--- src/design/centered_moving_average_top_macros.svh ---
// Assertion macros for the centered moving average block.
// Included by modules that carry concurrent checks; no other dependencies.
`ifndef CENTERED_MOVING_AVERAGE_TOP_MACROS_SVH
`define CENTERED_MOVING_AVERAGE_TOP_MACROS_SVH

`ifndef SYNTHESIS

`define CMA_ASSERT(label, clk, rst, prop, msg) \
   label: assert property (@(posedge clk) disable iff (rst) prop) else $error(msg);

`define CMA_ASSERT_NEVER(label, clk, rst, expr, msg) \
   `CMA_ASSERT(label, clk, rst, !(expr), msg)

`else

`define CMA_ASSERT(label, clk, rst, prop, msg)

`define CMA_ASSERT_NEVER(label, clk, rst, expr, msg)

`endif

`endif

--- src/design/cma_pkg.sv ---
// Shared constants and controller/datapath interface types for the
// centered moving average block. No dependencies.
`timescale 1ns / 1ps
`default_nettype none

package cma_pkg;

   localparam int MAX_RADIUS_DEF = 31;
   localparam int SAMPLE_W       = 8;
   localparam int RADIUS_W       = 5;
   localparam int CSR_ADDR_W     = 3;
   localparam int CSR_DATA_W     = 32;

   localparam logic [RADIUS_W-1:0] RADIUS_RESET = RADIUS_W'(1);

   // register index, taken from paddr[CSR_ADDR_W-1:2]
   localparam logic REG_RADIUS = 1'b0;

   typedef struct packed {
      logic capture;
      logic sub_evict;
      logic push;
      logic rd_trim;
      logic sub_trim;
      logic div_start;
      logic flush_init;
      logic flush_step;
      logic load_out;
      logic flush_flag;
      logic clear;
   } cmd_type;

   typedef struct packed {
      logic need_evict;
      logic emit_ok;
      logic last;
      logic c_zero;
      logic trim_more;
      logic div_busy;
      logic out_free;
   } status_type;

endpackage

`default_nettype wire

--- src/design/centered_moving_average_top.sv ---
// Centered moving average over one record of 8-bit unsigned samples.
// Input request channel req_*: one sample per request, req_tlast marks the
// last sample of a record. Result channel rsp_*: a request gives no mean while
// the window is still filling and one mean once radius+1 samples are in. The
// last request of a record also flushes the means still owed, and rsp_tlast
// marks the final mean of the record. Means lag inputs by radius samples.
// From request to mean: read and subtract of the evicted sample once the
// window is full, store update, the 14-step iterative divide, output load.
// One request is worked on at a time: the next is taken once the block is
// back in idle, after its mean, if one is due, is loaded. Each flushed mean
// takes a divide, plus a read and subtract for each sample trimmed off the
// window top. The output register lets a new request be taken while a result
// waits. A stalled receiver holds the result in the output register; the
// block finishes the next mean, waits to load it and takes no request meanwhile.
// Reset: radius = 1, empty record; no memory clearing pass. Writing radius
// over the APB port drops any partial record.
// Depends on cma_pkg, cma_ctrl, cma_dp, cma_div.
`timescale 1ns / 1ps
`default_nettype none

module centered_moving_average_top #(
   parameter int MAX_RADIUS = cma_pkg::MAX_RADIUS_DEF
) (
   input  wire logic                            clock,
   input  wire logic                            reset,
   input  wire logic                            req_tvalid,
   output logic                                 req_tready,
   input  wire logic [7:0]                      req_tdata,   // [7:0] sample
   input  wire logic                            req_tlast,   // last_sample
   output logic                                 rsp_tvalid,
   input  wire logic                            rsp_tready,
   output logic [7:0]                           rsp_tdata,   // [7:0] mean_sample
   output logic                                 rsp_tlast,   // last_mean
   input  wire logic                            csr_psel,
   input  wire logic                            csr_penable,
   input  wire logic                            csr_pwrite,
   input  wire logic [cma_pkg::CSR_ADDR_W-1:0]  csr_paddr,
   input  wire logic [cma_pkg::CSR_DATA_W-1:0]  csr_pwdata,
   output logic [cma_pkg::CSR_DATA_W-1:0]       csr_prdata,
   output logic                                 csr_pready
);
   import cma_pkg::*;

   logic [RADIUS_W-1:0] radius_ff, radius_in;
   logic                reg_sel;
   logic                cfg_wr;
   cmd_type             cmd;
   status_type          sts;

   assign reg_sel    = (csr_paddr[CSR_ADDR_W-1:2] == REG_RADIUS);
   assign csr_pready = 1'b1;
   assign cfg_wr     = csr_psel && csr_penable && csr_pwrite && csr_pready && reg_sel;
   assign radius_in  = cfg_wr ? csr_pwdata[RADIUS_W-1:0] : radius_ff;
   assign csr_prdata = reg_sel ? CSR_DATA_W'(radius_ff) : '0;

   always_ff @(posedge clock) begin
      if (reset) begin
         radius_ff <= RADIUS_RESET;
      end else begin
         radius_ff <= radius_in;
      end
   end

   cma_ctrl u_ctrl (
      .clock      (clock),
      .reset      (reset),
      .req_tvalid (req_tvalid),
      .req_tready (req_tready),
      .cmd        (cmd),
      .sts        (sts)
   );

   cma_dp #(
      .MAX_RADIUS (MAX_RADIUS)
   ) u_dp (
      .clock      (clock),
      .reset      (reset),
      .radius     (radius_ff),
      .cfg_clear  (cfg_wr),
      .cmd        (cmd),
      .sts        (sts),
      .in_sample  (req_tdata),
      .in_last    (req_tlast),
      .rsp_tvalid (rsp_tvalid),
      .rsp_tready (rsp_tready),
      .rsp_mean   (rsp_tdata),
      .rsp_last   (rsp_tlast)
   );

endmodule

`default_nettype wire

--- src/design/cma_div.sv ---
// Iterative restoring divider, one quotient bit per cycle.
// Used by cma_dp; no package dependencies.
`timescale 1ns / 1ps
`default_nettype none

module cma_div #(
   parameter int DIVIDEND_W = 14,
   parameter int DIVISOR_W  = 6
) (
   input  wire logic                  clock,
   input  wire logic                  reset,
   input  wire logic                  start,
   input  wire logic [DIVIDEND_W-1:0] dividend,
   input  wire logic [DIVISOR_W-1:0]  divisor,
   output logic                       busy,
   output logic [DIVIDEND_W-1:0]      quotient
);

   localparam int CNT_W = $clog2(DIVIDEND_W + 1);

   logic                  busy_ff, busy_in;
   logic [CNT_W-1:0]      cnt_ff, cnt_in;
   logic [DIVISOR_W-1:0]  rem_ff, rem_in;
   logic [DIVISOR_W-1:0]  dsr_ff, dsr_in;
   logic [DIVIDEND_W-1:0] quo_ff, quo_in;
   logic [DIVISOR_W:0]    shifted;
   logic                  fits;

   assign shifted = {rem_ff, quo_ff[DIVIDEND_W-1]};
   assign fits    = shifted >= {1'b0, dsr_ff};

   always_comb begin
      busy_in = busy_ff;
      cnt_in  = cnt_ff;
      rem_in  = rem_ff;
      dsr_in  = dsr_ff;
      quo_in  = quo_ff;
      if (start) begin
         busy_in = 1'b1;
         cnt_in  = CNT_W'(DIVIDEND_W);
         rem_in  = '0;
         dsr_in  = divisor;
         quo_in  = dividend;
      end else if (busy_ff) begin
         rem_in = fits ? DIVISOR_W'(shifted - {1'b0, dsr_ff}) : DIVISOR_W'(shifted);
         quo_in = {quo_ff[DIVIDEND_W-2:0], fits};
         cnt_in = cnt_ff - CNT_W'(1);
         if (cnt_ff == CNT_W'(1)) begin
            busy_in = 1'b0;
         end
      end
   end

   always_ff @(posedge clock) begin
      if (reset) begin
         busy_ff <= 1'b0;
         cnt_ff  <= '0;
      end else begin
         busy_ff <= busy_in;
         cnt_ff  <= cnt_in;
      end
   end

   always_ff @(posedge clock) begin
      rem_ff <= rem_in;
      dsr_ff <= dsr_in;
      quo_ff <= quo_in;
   end

   assign busy     = busy_ff;
   assign quotient = quo_ff;

endmodule

`default_nettype wire

--- src/design/cma_dp.sv ---
// Datapath: sample store (circular memory), running sum, counters, divider
// and output register. Depends on cma_pkg, cma_div and the assertion macros.
`timescale 1ns / 1ps
`default_nettype none
`include "centered_moving_average_top_macros.svh"

module cma_dp #(
   parameter int MAX_RADIUS = cma_pkg::MAX_RADIUS_DEF
) (
   input  wire logic                          clock,
   input  wire logic                          reset,
   input  wire logic [cma_pkg::RADIUS_W-1:0]  radius,
   input  wire logic                          cfg_clear,
   input  wire cma_pkg::cmd_type              cmd,
   output cma_pkg::status_type                sts,
   input  wire logic [cma_pkg::SAMPLE_W-1:0]  in_sample,
   input  wire logic                          in_last,
   output logic                               rsp_tvalid,
   input  wire logic                          rsp_tready,
   output logic [cma_pkg::SAMPLE_W-1:0]       rsp_mean,
   output logic                               rsp_last
);
   import cma_pkg::*;

   localparam int STORE_DEPTH = 2 * MAX_RADIUS + 1;
   localparam int ADDR_W      = $clog2(STORE_DEPTH);
   localparam int MEM_DEPTH   = 2 ** ADDR_W;
   localparam int RAD_W       = $clog2(MAX_RADIUS + 1);
   localparam int CNT_W       = $clog2(STORE_DEPTH + 1);
   localparam int SUM_W       = SAMPLE_W + CNT_W;

   logic [SAMPLE_W-1:0] mem [MEM_DEPTH];

   logic [CNT_W-1:0]    seen_ff, seen_in;
   logic [SUM_W-1:0]    sum_ff, sum_in;
   logic [ADDR_W-1:0]   wp_ff, wp_in;
   logic [RAD_W-1:0]    c_ff, c_in;
   logic [CNT_W-1:0]    top_ff, top_in;
   logic [CNT_W-1:0]    hi_ff, hi_in;
   logic [SAMPLE_W-1:0] sample_ff;
   logic                last_ff;
   logic [SAMPLE_W-1:0] rdata_ff;
   logic                vld_ff, vld_in;
   logic [SAMPLE_W-1:0] mean_ff;
   logic                flag_ff;

   logic [RAD_W-1:0]    eff_r;
   logic [CNT_W-1:0]    r_ext;
   logic [CNT_W-1:0]    full;
   logic [CNT_W-1:0]    hi_cand;
   logic [CNT_W-1:0]    seen_m1;
   logic [RAD_W-1:0]    c_m1;
   logic [ADDR_W-1:0]   rd_addr;
   logic                div_busy;
   logic [SUM_W-1:0]    div_q;
   logic                out_free;
   logic                out_flag;

   assign eff_r   = (32'(radius) > MAX_RADIUS) ? RAD_W'(MAX_RADIUS) : RAD_W'(radius);
   assign r_ext   = CNT_W'(eff_r);
   assign full    = CNT_W'({eff_r, 1'b1});
   assign seen_m1 = seen_ff - CNT_W'(1);
   assign c_m1    = c_ff - RAD_W'(1);
   assign hi_cand = CNT_W'(c_m1) + r_ext;
   assign rd_addr = cmd.rd_trim ? (wp_ff - ADDR_W'(top_ff))
                                : (wp_ff - ADDR_W'({eff_r, 1'b0}));
   assign out_free = !vld_ff || rsp_tready;
   assign out_flag = cmd.flush_flag ? (c_ff == '0) : (last_ff && (eff_r == '0));

   always_comb begin
      seen_in = seen_ff;
      sum_in  = sum_ff;
      wp_in   = wp_ff;
      c_in    = c_ff;
      top_in  = top_ff;
      hi_in   = hi_ff;
      priority if (cfg_clear || cmd.clear) begin
         seen_in = '0;
         sum_in  = '0;
      end else if (cmd.sub_evict) begin
         sum_in  = sum_ff - SUM_W'(rdata_ff);
         seen_in = full - CNT_W'(1);
      end else if (cmd.push) begin
         sum_in  = sum_ff + SUM_W'(sample_ff);
         seen_in = seen_ff + CNT_W'(1);
         top_in  = seen_ff;
         wp_in   = wp_ff + ADDR_W'(1);
      end else if (cmd.sub_trim) begin
         sum_in = sum_ff - SUM_W'(rdata_ff);
         top_in = top_ff - CNT_W'(1);
      end else if (cmd.flush_init) begin
         c_in = (r_ext < seen_ff) ? eff_r : RAD_W'(seen_ff);
      end else if (cmd.flush_step) begin
         c_in  = c_m1;
         hi_in = (hi_cand < seen_m1) ? hi_cand : seen_m1;
      end else begin
      end
   end

   always_comb begin
      vld_in = vld_ff;
      if (cmd.load_out) begin
         vld_in = 1'b1;
      end else if (rsp_tready) begin
         vld_in = 1'b0;
      end
   end

   always_ff @(posedge clock) begin
      if (reset) begin
         seen_ff <= '0;
         sum_ff  <= '0;
         wp_ff   <= '0;
         c_ff    <= '0;
         vld_ff  <= 1'b0;
      end else begin
         seen_ff <= seen_in;
         sum_ff  <= sum_in;
         wp_ff   <= wp_in;
         c_ff    <= c_in;
         vld_ff  <= vld_in;
      end
   end

   always_ff @(posedge clock) begin
      top_ff <= top_in;
      hi_ff  <= hi_in;
      if (cmd.capture) begin
         sample_ff <= in_sample;
         last_ff   <= in_last;
      end
      if (cmd.load_out) begin
         mean_ff <= div_q[SAMPLE_W-1:0];
         flag_ff <= out_flag;
      end
   end

   always_ff @(posedge clock) begin
      if (cmd.push) begin
         mem[wp_in] <= sample_ff;
      end
      rdata_ff <= mem[rd_addr];
   end

   cma_div #(
      .DIVIDEND_W (SUM_W),
      .DIVISOR_W  (CNT_W)
   ) u_div (
      .clock    (clock),
      .reset    (reset),
      .start    (cmd.div_start),
      .dividend (sum_ff),
      .divisor  (top_ff + CNT_W'(1)),
      .busy     (div_busy),
      .quotient (div_q)
   );

   always_comb begin
      sts.need_evict = seen_ff >= full;
      sts.emit_ok    = seen_ff >= (r_ext + CNT_W'(1));
      sts.last       = last_ff;
      sts.c_zero     = (c_ff == '0);
      sts.trim_more  = top_ff > hi_ff;
      sts.div_busy   = div_busy;
      sts.out_free   = out_free;
   end

   assign rsp_tvalid = vld_ff;
   assign rsp_mean   = mean_ff;
   assign rsp_last   = flag_ff;

   `CMA_ASSERT(a_seen_bound, clock, reset, seen_ff <= full, "fill count beyond window")
   `CMA_ASSERT(a_trim_above, clock, reset, cmd.sub_trim |-> (top_ff > hi_ff),
               "trim below window top")
   `CMA_ASSERT(a_divisor_ok, clock, reset, cmd.div_start |-> (top_ff < seen_ff),
               "divisor exceeds samples held")

endmodule

`default_nettype wire

--- src/design/cma_ctrl.sv ---
// Controller state machine: sequences store update, divide, output and the
// end-of-record flush. Depends on cma_pkg and the assertion macros.
`timescale 1ns / 1ps
`default_nettype none
`include "centered_moving_average_top_macros.svh"

module cma_ctrl (
   input  wire logic                 clock,
   input  wire logic                 reset,
   input  wire logic                 req_tvalid,
   output logic                      req_tready,
   output cma_pkg::cmd_type          cmd,
   input  wire cma_pkg::status_type  sts
);
   import cma_pkg::*;

   typedef enum logic [14:0] {
      ST_IDLE       = 15'b000000000000001,
      ST_EVICT_RD   = 15'b000000000000010,
      ST_EVICT_SUB  = 15'b000000000000100,
      ST_PUSH       = 15'b000000000001000,
      ST_CHECK      = 15'b000000000010000,
      ST_DIV        = 15'b000000000100000,
      ST_EMIT       = 15'b000000001000000,
      ST_FLUSH_INIT = 15'b000000010000000,
      ST_FLUSH_CHK  = 15'b000000100000000,
      ST_FLUSH_STEP = 15'b000001000000000,
      ST_TRIM_CMP   = 15'b000010000000000,
      ST_TRIM_RD    = 15'b000100000000000,
      ST_TRIM_SUB   = 15'b001000000000000,
      ST_FLUSH_DIV  = 15'b010000000000000,
      ST_FLUSH_EMIT = 15'b100000000000000
   } state_type;

   state_type state_ff, state_in;

   always_comb begin
      state_in   = state_ff;
      cmd        = '0;
      req_tready = 1'b0;
      unique case (state_ff)
         ST_IDLE: begin
            req_tready = 1'b1;
            if (req_tvalid) begin
               cmd.capture = 1'b1;
               state_in    = sts.need_evict ? ST_EVICT_RD : ST_PUSH;
            end
         end
         ST_EVICT_RD: begin
            state_in = ST_EVICT_SUB;
         end
         ST_EVICT_SUB: begin
            cmd.sub_evict = 1'b1;
            state_in      = ST_PUSH;
         end
         ST_PUSH: begin
            cmd.push = 1'b1;
            state_in = ST_CHECK;
         end
         ST_CHECK: begin
            if (sts.emit_ok) begin
               cmd.div_start = 1'b1;
               state_in      = ST_DIV;
            end else if (sts.last) begin
               state_in = ST_FLUSH_INIT;
            end else begin
               state_in = ST_IDLE;
            end
         end
         ST_DIV: begin
            if (!sts.div_busy) begin
               state_in = ST_EMIT;
            end
         end
         ST_EMIT: begin
            if (sts.out_free) begin
               cmd.load_out = 1'b1;
               state_in     = sts.last ? ST_FLUSH_INIT : ST_IDLE;
            end
         end
         ST_FLUSH_INIT: begin
            cmd.flush_init = 1'b1;
            state_in       = ST_FLUSH_CHK;
         end
         ST_FLUSH_CHK: begin
            if (sts.c_zero) begin
               cmd.clear = 1'b1;
               state_in  = ST_IDLE;
            end else begin
               state_in = ST_FLUSH_STEP;
            end
         end
         ST_FLUSH_STEP: begin
            cmd.flush_step = 1'b1;
            state_in       = ST_TRIM_CMP;
         end
         ST_TRIM_CMP: begin
            if (sts.trim_more) begin
               state_in = ST_TRIM_RD;
            end else begin
               cmd.div_start = 1'b1;
               state_in      = ST_FLUSH_DIV;
            end
         end
         ST_TRIM_RD: begin
            cmd.rd_trim = 1'b1;
            state_in    = ST_TRIM_SUB;
         end
         ST_TRIM_SUB: begin
            cmd.sub_trim = 1'b1;
            state_in     = ST_TRIM_CMP;
         end
         ST_FLUSH_DIV: begin
            if (!sts.div_busy) begin
               state_in = ST_FLUSH_EMIT;
            end
         end
         ST_FLUSH_EMIT: begin
            if (sts.out_free) begin
               cmd.load_out   = 1'b1;
               cmd.flush_flag = 1'b1;
               state_in       = ST_FLUSH_CHK;
            end
         end
         default: begin
            state_in = ST_IDLE;
         end
      endcase
   end

   always_ff @(posedge clock) begin
      if (reset) begin
         state_ff <= ST_IDLE;
      end else begin
         state_ff <= state_in;
      end
   end

   `CMA_ASSERT(a_load_free, clock, reset, cmd.load_out |-> sts.out_free,
               "output loaded while occupied")
   `CMA_ASSERT(a_div_idle, clock, reset, cmd.div_start |-> !sts.div_busy,
               "divide started while busy")
   `CMA_ASSERT(a_clear_done, clock, reset, cmd.clear |-> sts.c_zero,
               "record cleared before flush done")

endmodule

`default_nettype wire

--- config.mk ---
export PLATFORM = sky130hd
export DESIGN_NAME = centered_moving_average_top
export DESIGN_NICKNAME = d
export VERILOG_FILES = /design/src/design/cma_pkg.sv /design/src/design/centered_moving_average_top.sv /design/src/design/cma_div.sv /design/src/design/cma_dp.sv /design/src/design/cma_ctrl.sv
export VERILOG_INCLUDE_DIRS = /design/src /design/src/design
export SDC_FILE = /design/constraint.sdc
export NUM_CORES = 1
export LEC_CHECK = 0
export BUFFER_PORTS_ARGS = -buffer_cell sky130_fd_sc_hd__buf_2
export CORE_MARGIN = 5
export CORE_UTILIZATION = 45
export DETAILED_ROUTE_END_ITERATION = 10
export PLACE_DENSITY_LB_ADDON = 0.15
export REMOVE_ABC_BUFFERS = 1
export SLEW_MARGIN = 20
export SYNTH_ARGS = -nofsm -noshare
export SYNTH_HDL_FRONTEND = slang
export SYNTH_SLANG_ARGS = --single-unit
--- constraint.sdc ---
create_clock -name clock -period 3.9 [get_ports clock]
set_clock_uncertainty 0.1 [all_clocks]
set_input_delay 0.78 -clock clock [delete_from_list [all_inputs] [get_ports clock]]
set_output_delay 0.78 -clock clock [all_outputs]
set_load 0.01 [all_outputs]
# == Word-level counts from Yosys, hierarchy flattened ==
# Memory sizes are Yosys's and may differ from the RTL's. A register that Yosys moved wholly into a read port is not among the register bits.
# Index checks and enable logic that the tools add are counted.
# classes
add_sub_neg,15
order_cmp,6
eq_ne,21
n_mux,58
bitwise,6
reduce_logical,22
# op_table
cell,count
$pmux W15 S14,1
$mux W15,6
$mux W14,6
$mux W6,10
$mux W1,23
$mux W5,4
$add A6 B1 Y6 const B,3
$sub A6 B1 Y6 const B,3
$sub A6 B6 Y6,3
$eq A15 B1 Y1 const B,1
$eq A15 B10 Y1 const B,1
$eq A15 B11 Y1 const B,1
$eq A15 B12 Y1 const B,1
$eq A15 B13 Y1 const B,1
$eq A15 B14 Y1 const B,1
$eq A15 B15 Y1 const B,1
$eq A15 B2 Y1 const B,1
$eq A15 B3 Y1 const B,1
$eq A15 B4 Y1 const B,1
$eq A15 B5 Y1 const B,1
$eq A15 B6 Y1 const B,1
$eq A15 B7 Y1 const B,1
$eq A15 B8 Y1 const B,1
$eq A15 B9 Y1 const B,1
other kinds (30),54
# totals
ff_bits,113
mem_bits_rw,512
in_bits,51
output_inout_bits,44
word_cells,148
memories,1
# mem_list
memory,words,width,rd,rd_ports_with_merged_regs,write_ports,line,text
u_dp.mem,64,8,1,1,1,cma_dp.sv:32,logic [SAMPLE_W-1:0] mem [MEM_DEPTH];

# == Logic depth before layout (Yosys ltp) ==
# Gate-level depths: netlist of run 1.
# logic_depth
ltp_word,6
ltp_mapped,15
mapped_depth_nobuf,15

# == By module ==
# A second synthesis of run 1 with hierarchy kept.
# hier_totals
hier_cells,2851
area_unflattened_um2,31826.8
# modules_own_cells
mod,instances,cells_each,area_each_um2,seq_area_each_um2
cma_dp,1,2526,28653.7,17076.4
cma_div,1,141,1617.8,820.8
cma_ctrl,1,126,1061.0,300.3
centered_moving_average_top,1,58,494.2,100.1

# == Worst setup path after synthesis of run 1 ==
# Ideal clock, no wire load.
# synth_timing
path_type,register -> register
startpoint,register radius_ff[1]
endpoint,register u_dp.u_div.quo_ff[0] (netlist: u_dp.u_div.quotient[0]) (enable)
arrival_time_ns,3.009
required_time_ns,3.514
slack_ns,0.505
stages_incl_launch_ff,14
period_less_slack_ns,3.395
cell_sequence,dfxtp_1 -> inv_1 -> ha_1 -> inv_1 -> ha_1 -> a21o_1 -> a21o_1 -> a21o_1 -> a21o_1 -> a21oi_1 -> nand2b_1 -> nand2_1 -> buf_1 -> or2_2
# synth_lines
element,line,text
start: declaration,centered_moving_average_top.sv:44,"logic [RADIUS_W-1:0] radius_ff, radius_in;"
start signal: assignment,centered_moving_average_top.sv:60,radius_ff <= radius_in;
end signal: assignment,cma_div.sv:67,quo_ff <= quo_in;
end: declaration,cma_div.sv:25,"logic [DIVIDEND_W-1:0] quo_ff, quo_in;"

# == Worst setup path after layout of run 1 ==
# layout_timing
startpoint,register u_ctrl.state_ff[0]
endpoint,register u_dp.rdata_ff[0] (read register of u_dp.mem)
# layout_between
elab_chain_len,3
# layout_lines
element,line,text
start: declaration,cma_ctrl.sv:35,"state_type state_ff, state_in;"
start signal: assignment,cma_ctrl.sv:135,state_ff <= state_in;
$eq A15 B12 Y1,cma_ctrl.sv:41,unique case (state_ff)
$mux W1,cma_ctrl.sv:41,
$mux W6,cma_dp.sv:65,assign rd_addr = cmd.rd_trim ? (wp_ff - ADDR_W'(top_ff))
end: declaration,cma_dp.sv:42,logic [SAMPLE_W-1:0] rdata_ff;
# No other way between the ends.
# A chain may end at the register's enable or synchronous reset.

==> metrics.cfg, run 1 <==
[run_status]
status = finished, final reports clean

[worst_hold_path]
min_to = u_dp.last_ff
min_from = req_tlast
hold_path.class = in2reg
whs_path_depth = 1

[detailed_routing]
drcViolationCount = 0
dr.pass1.iters = 5
met1_length_um = 32570
routed_wl_um = 76710
viasPerCell = 5.581
wire_per_inst_um = 22.59
vias = 18953
wl_met3_um = 4733
ant_nets = 0
drtIter0Drc = 1576
dr_wl_met2_um = 36550
top_layer = met4

[worst_setup_path]
r2r_end = u_dp.rdata_ff[0]
cp_common_cell = buf_4
worstPathArrival_ns = 4.16
r2r_start = u_ctrl.state_ff[0]
regToRegSetupSlack_ns = 0.17
max_stage_delay_ns = 0.57
worstRegToRegCells = 9
worst_setup_path_start_kind = flip-flop
crit_fanout = 8
end_kind = flip-flop
timing.critical_path.max_delay_family = simple AND/OR/NAND/NOR gates
critPathLaunch = u_ctrl.state_ff[0]
crit_required_ns = 4.33
worst-path-buf-inv = 2
path_cells = nor4_4 -> and4_1 -> mux2_4 -> buf_4 -> nor2_1 -> a32oi_1 -> and3_1 -> nor4_1 -> buf_4
slowest_stage = nor2_1
path_class = reg2reg

[cts]
clock_path_buffers = 3
clock_latency_ns = 0.59
clock_tree.root_cell = clkbuf_16
h-tree-depth = 3
clk_pin_slew_ns = 0.06
cts_tree = yes
cts-hold-fix-buffers = 0
clock-sinks = 633
numCtsBuffers = 68

[synth]
synth_edf_count = 562
synthFlopType = edfxtp_1
synth_compound_area_share_pct = 8.485
synth-xor-area-share_pct = 1.662
yosysTopAreaCellShare_pct = 59.46
synth.area.top_cells = edfxtp_1 59%, nand2_1 5.5%, dfxtp_1 5.0%, mux2i_1 3.4%, ha_1 3.2%
yosysSeqAreaShare_pct = 64.46
synth_cell_types = 92
syn-cell-area_mm2 = 0.02838
muxShareOfSynthArea_pct = 4.117
synthAdderAreaFrac_pct = 3.641
synth_top_family_by_area = simple AND/OR/NAND/NOR gates
synthSimpleGateAreaFrac_pct = 14.09
ys_warn_count = 0
synth_top_area_cell = edfxtp_1
synth_most_common_cell = edfxtp_1
ys_top_cells_by_count = 562 x edfxtp_1, 418 x nand2_1, 166 x nor2_1
synthCells = 2316
postSynth.asyncResetShare_pct = 0
synth_seq_cells = 633
syn_avg_cell_area_um2 = 12.26

[timing]
fmax_ghz = 0.2682
final.setup.tns_ns = 0
whs_ns = 0.2734
rsz0062_at_grt = no
fin_crit_ns = 3.729
hold_viol_final = 0
fin_crit_sh_pct = 95.61
relSlewSlack_pct = 26.68
tightestPinTransition_ns = 1.100
finalSetupViolCount = 0
slew_violations = 0

[job]
maxCapViolCount = 0

[floorplan]
dieArea_mm2 = 0.06820
fp.coreArea_mm2 = 0.06274
die_x_um = 261.2
io_pins = 95
fp-row-count = 92
die_y_um = 261.2
start_util_pct = 45.25

[place]
postPlaceCellArea_mm2 = 0.03068
place_congestion = 0.8710
hpwlAfterDp_um = 50710
portBuffers = 37

[grt]
grt_use_total_pct = 22.23
grt_pass1_wl_um = 114600
grt_max_degree = 65
grt.overflow.total = 0
antenna_found_initial = 1
grt_pass1_vias = 18315

[pwr]
switchingPower_w = 0.004269
switching_share_pct = 26.36
irDropWorstVdd_mv = 0.4299
pwr-share-clk_pct = 36.8
leakage_nw = 12.17
intPower_w = 0.01193
power_density_mw_per_mm2 = 495.3
p_comb_share_pct = 14.3
seqPwrFrac_pct = 48.8

[layout]
synthToLayoutAreaGrowth_pct = 15.20
fin_nets = 2637
multi_input_area_mm2 = 0.009255
n_fill_cell = 5380
final_cell_area_mm2 = 0.03270
seqCellArea_mm2 = 0.01830
diodes = 0
drive_above_1_share_pct = 14.47

[placed cells by master (no fill, tap or decap), drive strengths merged, types with 20 or more instances in the layout]
cell type and n:
buf 227, edfxtp 562, nand3 129, inv 73, a31oi 38, xnor2 34, mux2i 96, nor3 30
a32oi 57, nand4 30, a21oi 98, ha 73, nand2 419, clkbuf 88, o21ai 48, a22oi 20
nor2 171, conb 28, dfxtp 71
[worst max path at each step]
stage	cells past startpoint	slack [ns]	endpoint
final	9	0.17	u_dp.rdata_ff[0]
after floorplan	11	-1.91	u_dp.rdata_ff[3]
after global placement	11	0.19	u_dp.rdata_ff[6]
after global routing	13	0.02	u_dp.mem[15][3]
after CTS	11	0.13	u_dp.rdata_ff[6]
after detailed placement	11	0.18	u_dp.rdata_ff[6]
[sequential cells by signal, summed over array words and instances, names as in the netlist, 4 cells and up]
name	count
radius_ff	5
u_dp.sum_ff	14
u_dp.u_div.dsr_ff	6
u_dp.mem	512
u_dp.u_div.rem_ff	6
u_dp.wp_ff	6
u_dp.seen_ff	6
u_dp.rsp_mean	8
u_ctrl.state_ff	15
u_dp.rdata_ff	8
u_dp.sample_ff	8
u_dp.top_ff	6
u_dp.u_div.cnt_ff	4
u_dp.c_ff	5
u_dp.hi_ff	6
u_dp.u_div.quotient	14
[power groups by stage]
stage	registers, W	logic [W]	clock network, W
6_report	0.00791	0.00232	0.00597
5_1_grt	0.00792	0.00251	0.00638
4_1_cts	0.00791	0.00232	0.00611
3_5_place_dp	0.00805	0.00231	0
3_3_place_gp	0.00805	0.00227	0
2_1_floorplan	0.00817	0.00120	0
[routing by layer]
metal / vias to the layer above / GRT usage (%)
li1: 8875 / -
met1: 9339 / 30.25
met2: 603 / 36.42
met3: 136 / 3.278
met4: 0 / 8.569
met5: - / 0
[area by class of cell]
class | instances | share of cell area, %
flip-flops and latches | 633 | 55.96
multi-input cells | 1506 | 28.30
repair buffers | 227 | 5.540
clock buffers | 88 | 5.590
clock inverters | 25 | 0.5586
inverters | 71 | 0.8150
well taps | 846 | 3.237
[what timing repair did]
| action | 4_1_cts | 5_1_grt |
|---|---|---|
| gates resized for setup | 0 | 2 |
| buffers inserted | 0 | 1 |
| hold endpoints to repair | 0 | 0 |
| endpoints found under the setup margin | 0 | 25 |
[worst reg2reg max path, stage by stage (launching register included)]
cell and delay, ns:
dfxtp_1 0.38, nor4_4 0.48, and4_1 0.42, mux2_4 0.43
buf_4 0.21, nor2_1 0.57, a32oi_1 0.30, and3_1 0.32
nor4_1 0.28, buf_4 0.19
[cells by family after synthesis]
logic type      after synthesis
fa+ha+maj                    79
flops                       633
buf+inv                     203
xor+xnor                     53
mux                         113
simple gates                879
compound gates              354
other cells                   2
[through the flow]
| stage | util (%) | worst slack (ns) | total power [W] | std cells |
|---|---|---|---|---|
| after floorplan | - | -1.906 | 0.009366 | 2210 |
| after global placement | 48.90 | 0.1905 | 0.01032 | 3282 |
| after detailed placement | 48.90 | 0.1781 | 0.01037 | 3282 |
| after CTS | 52.10 | 0.1296 | 0.01634 | 3395 |
| after global routing | 52.12 | 0.01723 | 0.01681 | 3396 |
| final | 52.12 | 0.1711 | 0.01620 | 3396 |
No activity file was read; power rests on OpenSTA's default activity.
==> run 2, diff against run 1 <==
--- a/config.mk
+++ b/config.mk
@@ -8,7 +8,7 @@
 export LEC_CHECK = 0
 export BUFFER_PORTS_ARGS = -buffer_cell sky130_fd_sc_hd__buf_2
 export CORE_MARGIN = 5
-export CORE_UTILIZATION = 45
+export CORE_UTILIZATION = 49
 export DETAILED_ROUTE_END_ITERATION = 10
 export PLACE_DENSITY_LB_ADDON = 0.15
 export REMOVE_ABC_BUFFERS = 1
==> constraint.sdc (replaced) <==
create_clock -name clock -period 3.9 [get_ports clock]
set_clock_uncertainty 0.1 [all_clocks]
set_input_delay 0.585 -clock clock [delete_from_list [all_inputs] [get_ports clock]]
set_output_delay 0.585 -clock clock [all_outputs]
set_load 0.01 [all_outputs]
==> metrics.cfg, run 2 (synthesized netlist as in run 1, its figures left out) <==
[run_status]
status = finished, final reports clean

[pwr]
power_density_mw_per_mm2 = 509.8  ; +2.9%
irDropWorstVdd_mv = 0.3558  ; -17%
leakage_nw = 12.38  ; +1.7%

[timing]
final.setup.tns_ns = 0  ; unchanged
tightestPinTransition_ns = 1.208  ; +0.1082 ns
slew_violations = 0  ; unchanged
fmax_ghz = 0.2636  ; -1.7%
fin_crit_ns = 3.793  ; +0.06453 ns
relSlewSlack_pct = 19.21  ; -7.5 points
rsz0062_at_grt = no
fin_crit_sh_pct = 97.27  ; +1.7 points
hold_viol_final = 0  ; unchanged
finalSetupViolCount = 0  ; unchanged

[layout]
fin_cells = 3342  ; -1.6%
diodes = 0  ; unchanged
max_flop_register = u_dp.mem
fin_nets = 2654  ; +0.64%
n_fill_cell = 4678  ; -13%
synthToLayoutAreaGrowth_pct = 16.23
drive_above_1_share_pct = 15.72  ; +1.2 points
largestRegisters = u_dp.mem: 512 flops, u_ctrl.state_ff: 15 flops
largest_reg_flops = 512  ; unchanged
layout_commonest_cell = edfxtp_1
final_cell_mix = 562 x edfxtp_1, 418 x nand2_1, 190 x buf_4

[worst_setup_path]
path_cells = nor4_4 -> buf_4 -> nand4_1 -> or2_0 -> o21a_1 -> nand2_1 -> nor2_1 -> a31oi_2 -> nor2_1 -> buf_4
slowest_stage = a31oi_2
worst_setup_path_start_kind = flip-flop
path_class = reg2reg
end_kind = flip-flop
max_stage_delay_ns = 0.98  ; +0.41 ns
worst-path-buf-inv = 2  ; unchanged
crit_fanout = 8  ; unchanged
crit_required_ns = 4.15  ; -0.18 ns
timing.critical_path.max_delay_family = simple AND/OR/NAND/NOR gates
worstPathArrival_ns = 4.04  ; -0.12 ns

[worst_hold_path]
hold_path.class = in2reg

[job]
maxCapViolCount = 0  ; unchanged

[floorplan]
die_y_um = 250.7  ; -4.0%
die_x_um = 250.7  ; -4.0%
dieArea_mm2 = 0.06284  ; -7.9%
io_pins = 95  ; unchanged
start_util_pct = 49.29  ; +4.0 points
fp.coreArea_mm2 = 0.05759  ; -8.2%
fp-row-count = 88  ; -4.3%

[place]
hpwlAfterDp_um = 50640  ; -0.13%
place_congestion = 0.8864  ; +1.8%
portBuffers = 37  ; unchanged
place_inst = 3217  ; -2.0%

[detailed_routing]
wire_per_inst_um = 23.14  ; +2.4%
vias = 19237  ; +1.5%
dr.pass1.iters = 6  ; +1
viasPerCell = 5.756  ; +3.1%
routed_wl_um = 77340  ; +0.82%
drtIter0Drc = 1604  ; +1.8%
drcViolationCount = 0  ; unchanged
ant_nets = 0  ; unchanged

[cts]
numCtsBuffers = 69  ; +1.5%
clock_tree.root_cell = clkbuf_16
clk_pin_slew_ns = 0.06  ; about the same
h-tree-depth = 3  ; unchanged
clock_latency_ns = 0.62  ; +0.03 ns
clock-sinks = 633  ; unchanged
cts-hold-fix-buffers = 0  ; unchanged
cts_tree = yes
clock_path_buffers = 3  ; unchanged

[grt]
grt.overflow.total = 0  ; unchanged
antenna_found_initial = 1  ; unchanged
grt_pass1_vias = 18879  ; +3.1%
grt_use_total_pct = 24.07  ; +1.8 points
grt_max_degree = 65  ; unchanged
grt_pass1_wl_um = 116500  ; +1.7%

[run 2: cell types whose count changed in the layout (fill, tap and decap cells not counted), moves of 3 or more]
cell / change
clkinv_8: +3
clkinvlp_4: +6
clkbuf_1: -6
clkinv_2: +5
bufinv_16: +6
buf_4: +16
[run 2: final timing paths]
| path | from | endpoint | slack (ns) | cells past startpoint |
|---|---|---|---|---|
| worst min register to register | u_dp.u_div.quotient[2] | u_dp.rsp_mean[2] | 0.35 | 0 |
| worst min-delay path | req_tdata[4] | u_dp.sample_ff[4] | 0.07 | 1 |
| worst max register to register | u_ctrl.state_ff[0] | u_dp.mem[63][7] | 0.11 | 10 |
| worst max-delay path | u_ctrl.state_ff[0] | u_dp.mem[63][7] | 0.11 | 10 |
[run 2: per-layer routing]
layer	share of wire (%)	global-route usage, %	vias up
met5	0	0	-
met4	3.4	8.795	0
met3	6.8	4.153	145
met2	48	39.44	709
met1	42	32.54	9455
li1	-	-	8928
[run 2: power by group]
part | internal [W] | switching (W) | leakage (nW)
clock | 0.00386 | 0.00267 | 1.09
sequential | 0.00778 | 0.000121 | 5.63
combinational | 0.000747 | 0.00163 | 5.66
[run 2: area by class of cell]
class	instances	area [µm²]	area share, %
flip-flops and latches	633	18300	55.46
clock buffers	81	1803	5.465
clock inverters	43	469.2	1.422
repair buffers	243	1932	5.855
well taps	765	957.2	2.901
inverters	71	266.5	0.8078
multi-input cells	1506	9268	28.09
[run 2: worst reg2reg max path, cell delays in order, from the launching register on]
cell     delay (ns)
dfxtp_1        0.37
nor4_4         0.42
buf_4          0.20
nand4_1        0.19
or2_0          0.39
o21a_1         0.24
nand2_1        0.11
nor2_1         0.10
a31oi_2        0.98
nor2_1         0.19
buf_4          0.24
[run 2: stage by stage]
step                      power [W]  hold slack, ns  cell area, µm²  worst slack, ns  utilization (%)
after floorplan            0.009366          0.3222           27750           -1.906                -
after global placement      0.01034          0.3367           30680           0.1599            53.28
after detailed placement    0.01040          0.3359           30680           0.1637            53.28
after CTS                   0.01692         0.04333           32950           0.1445            57.23
after global routing        0.01744         0.06005           32990         0.001844            57.29
final                       0.01682         0.06922           32990           0.1066            57.29
[run 2: repair_timing]
action                                  in CTS  in global routing
buffers inserted                             0                  1
gates resized for setup                      0                  4
endpoints found under the setup margin       0                 37
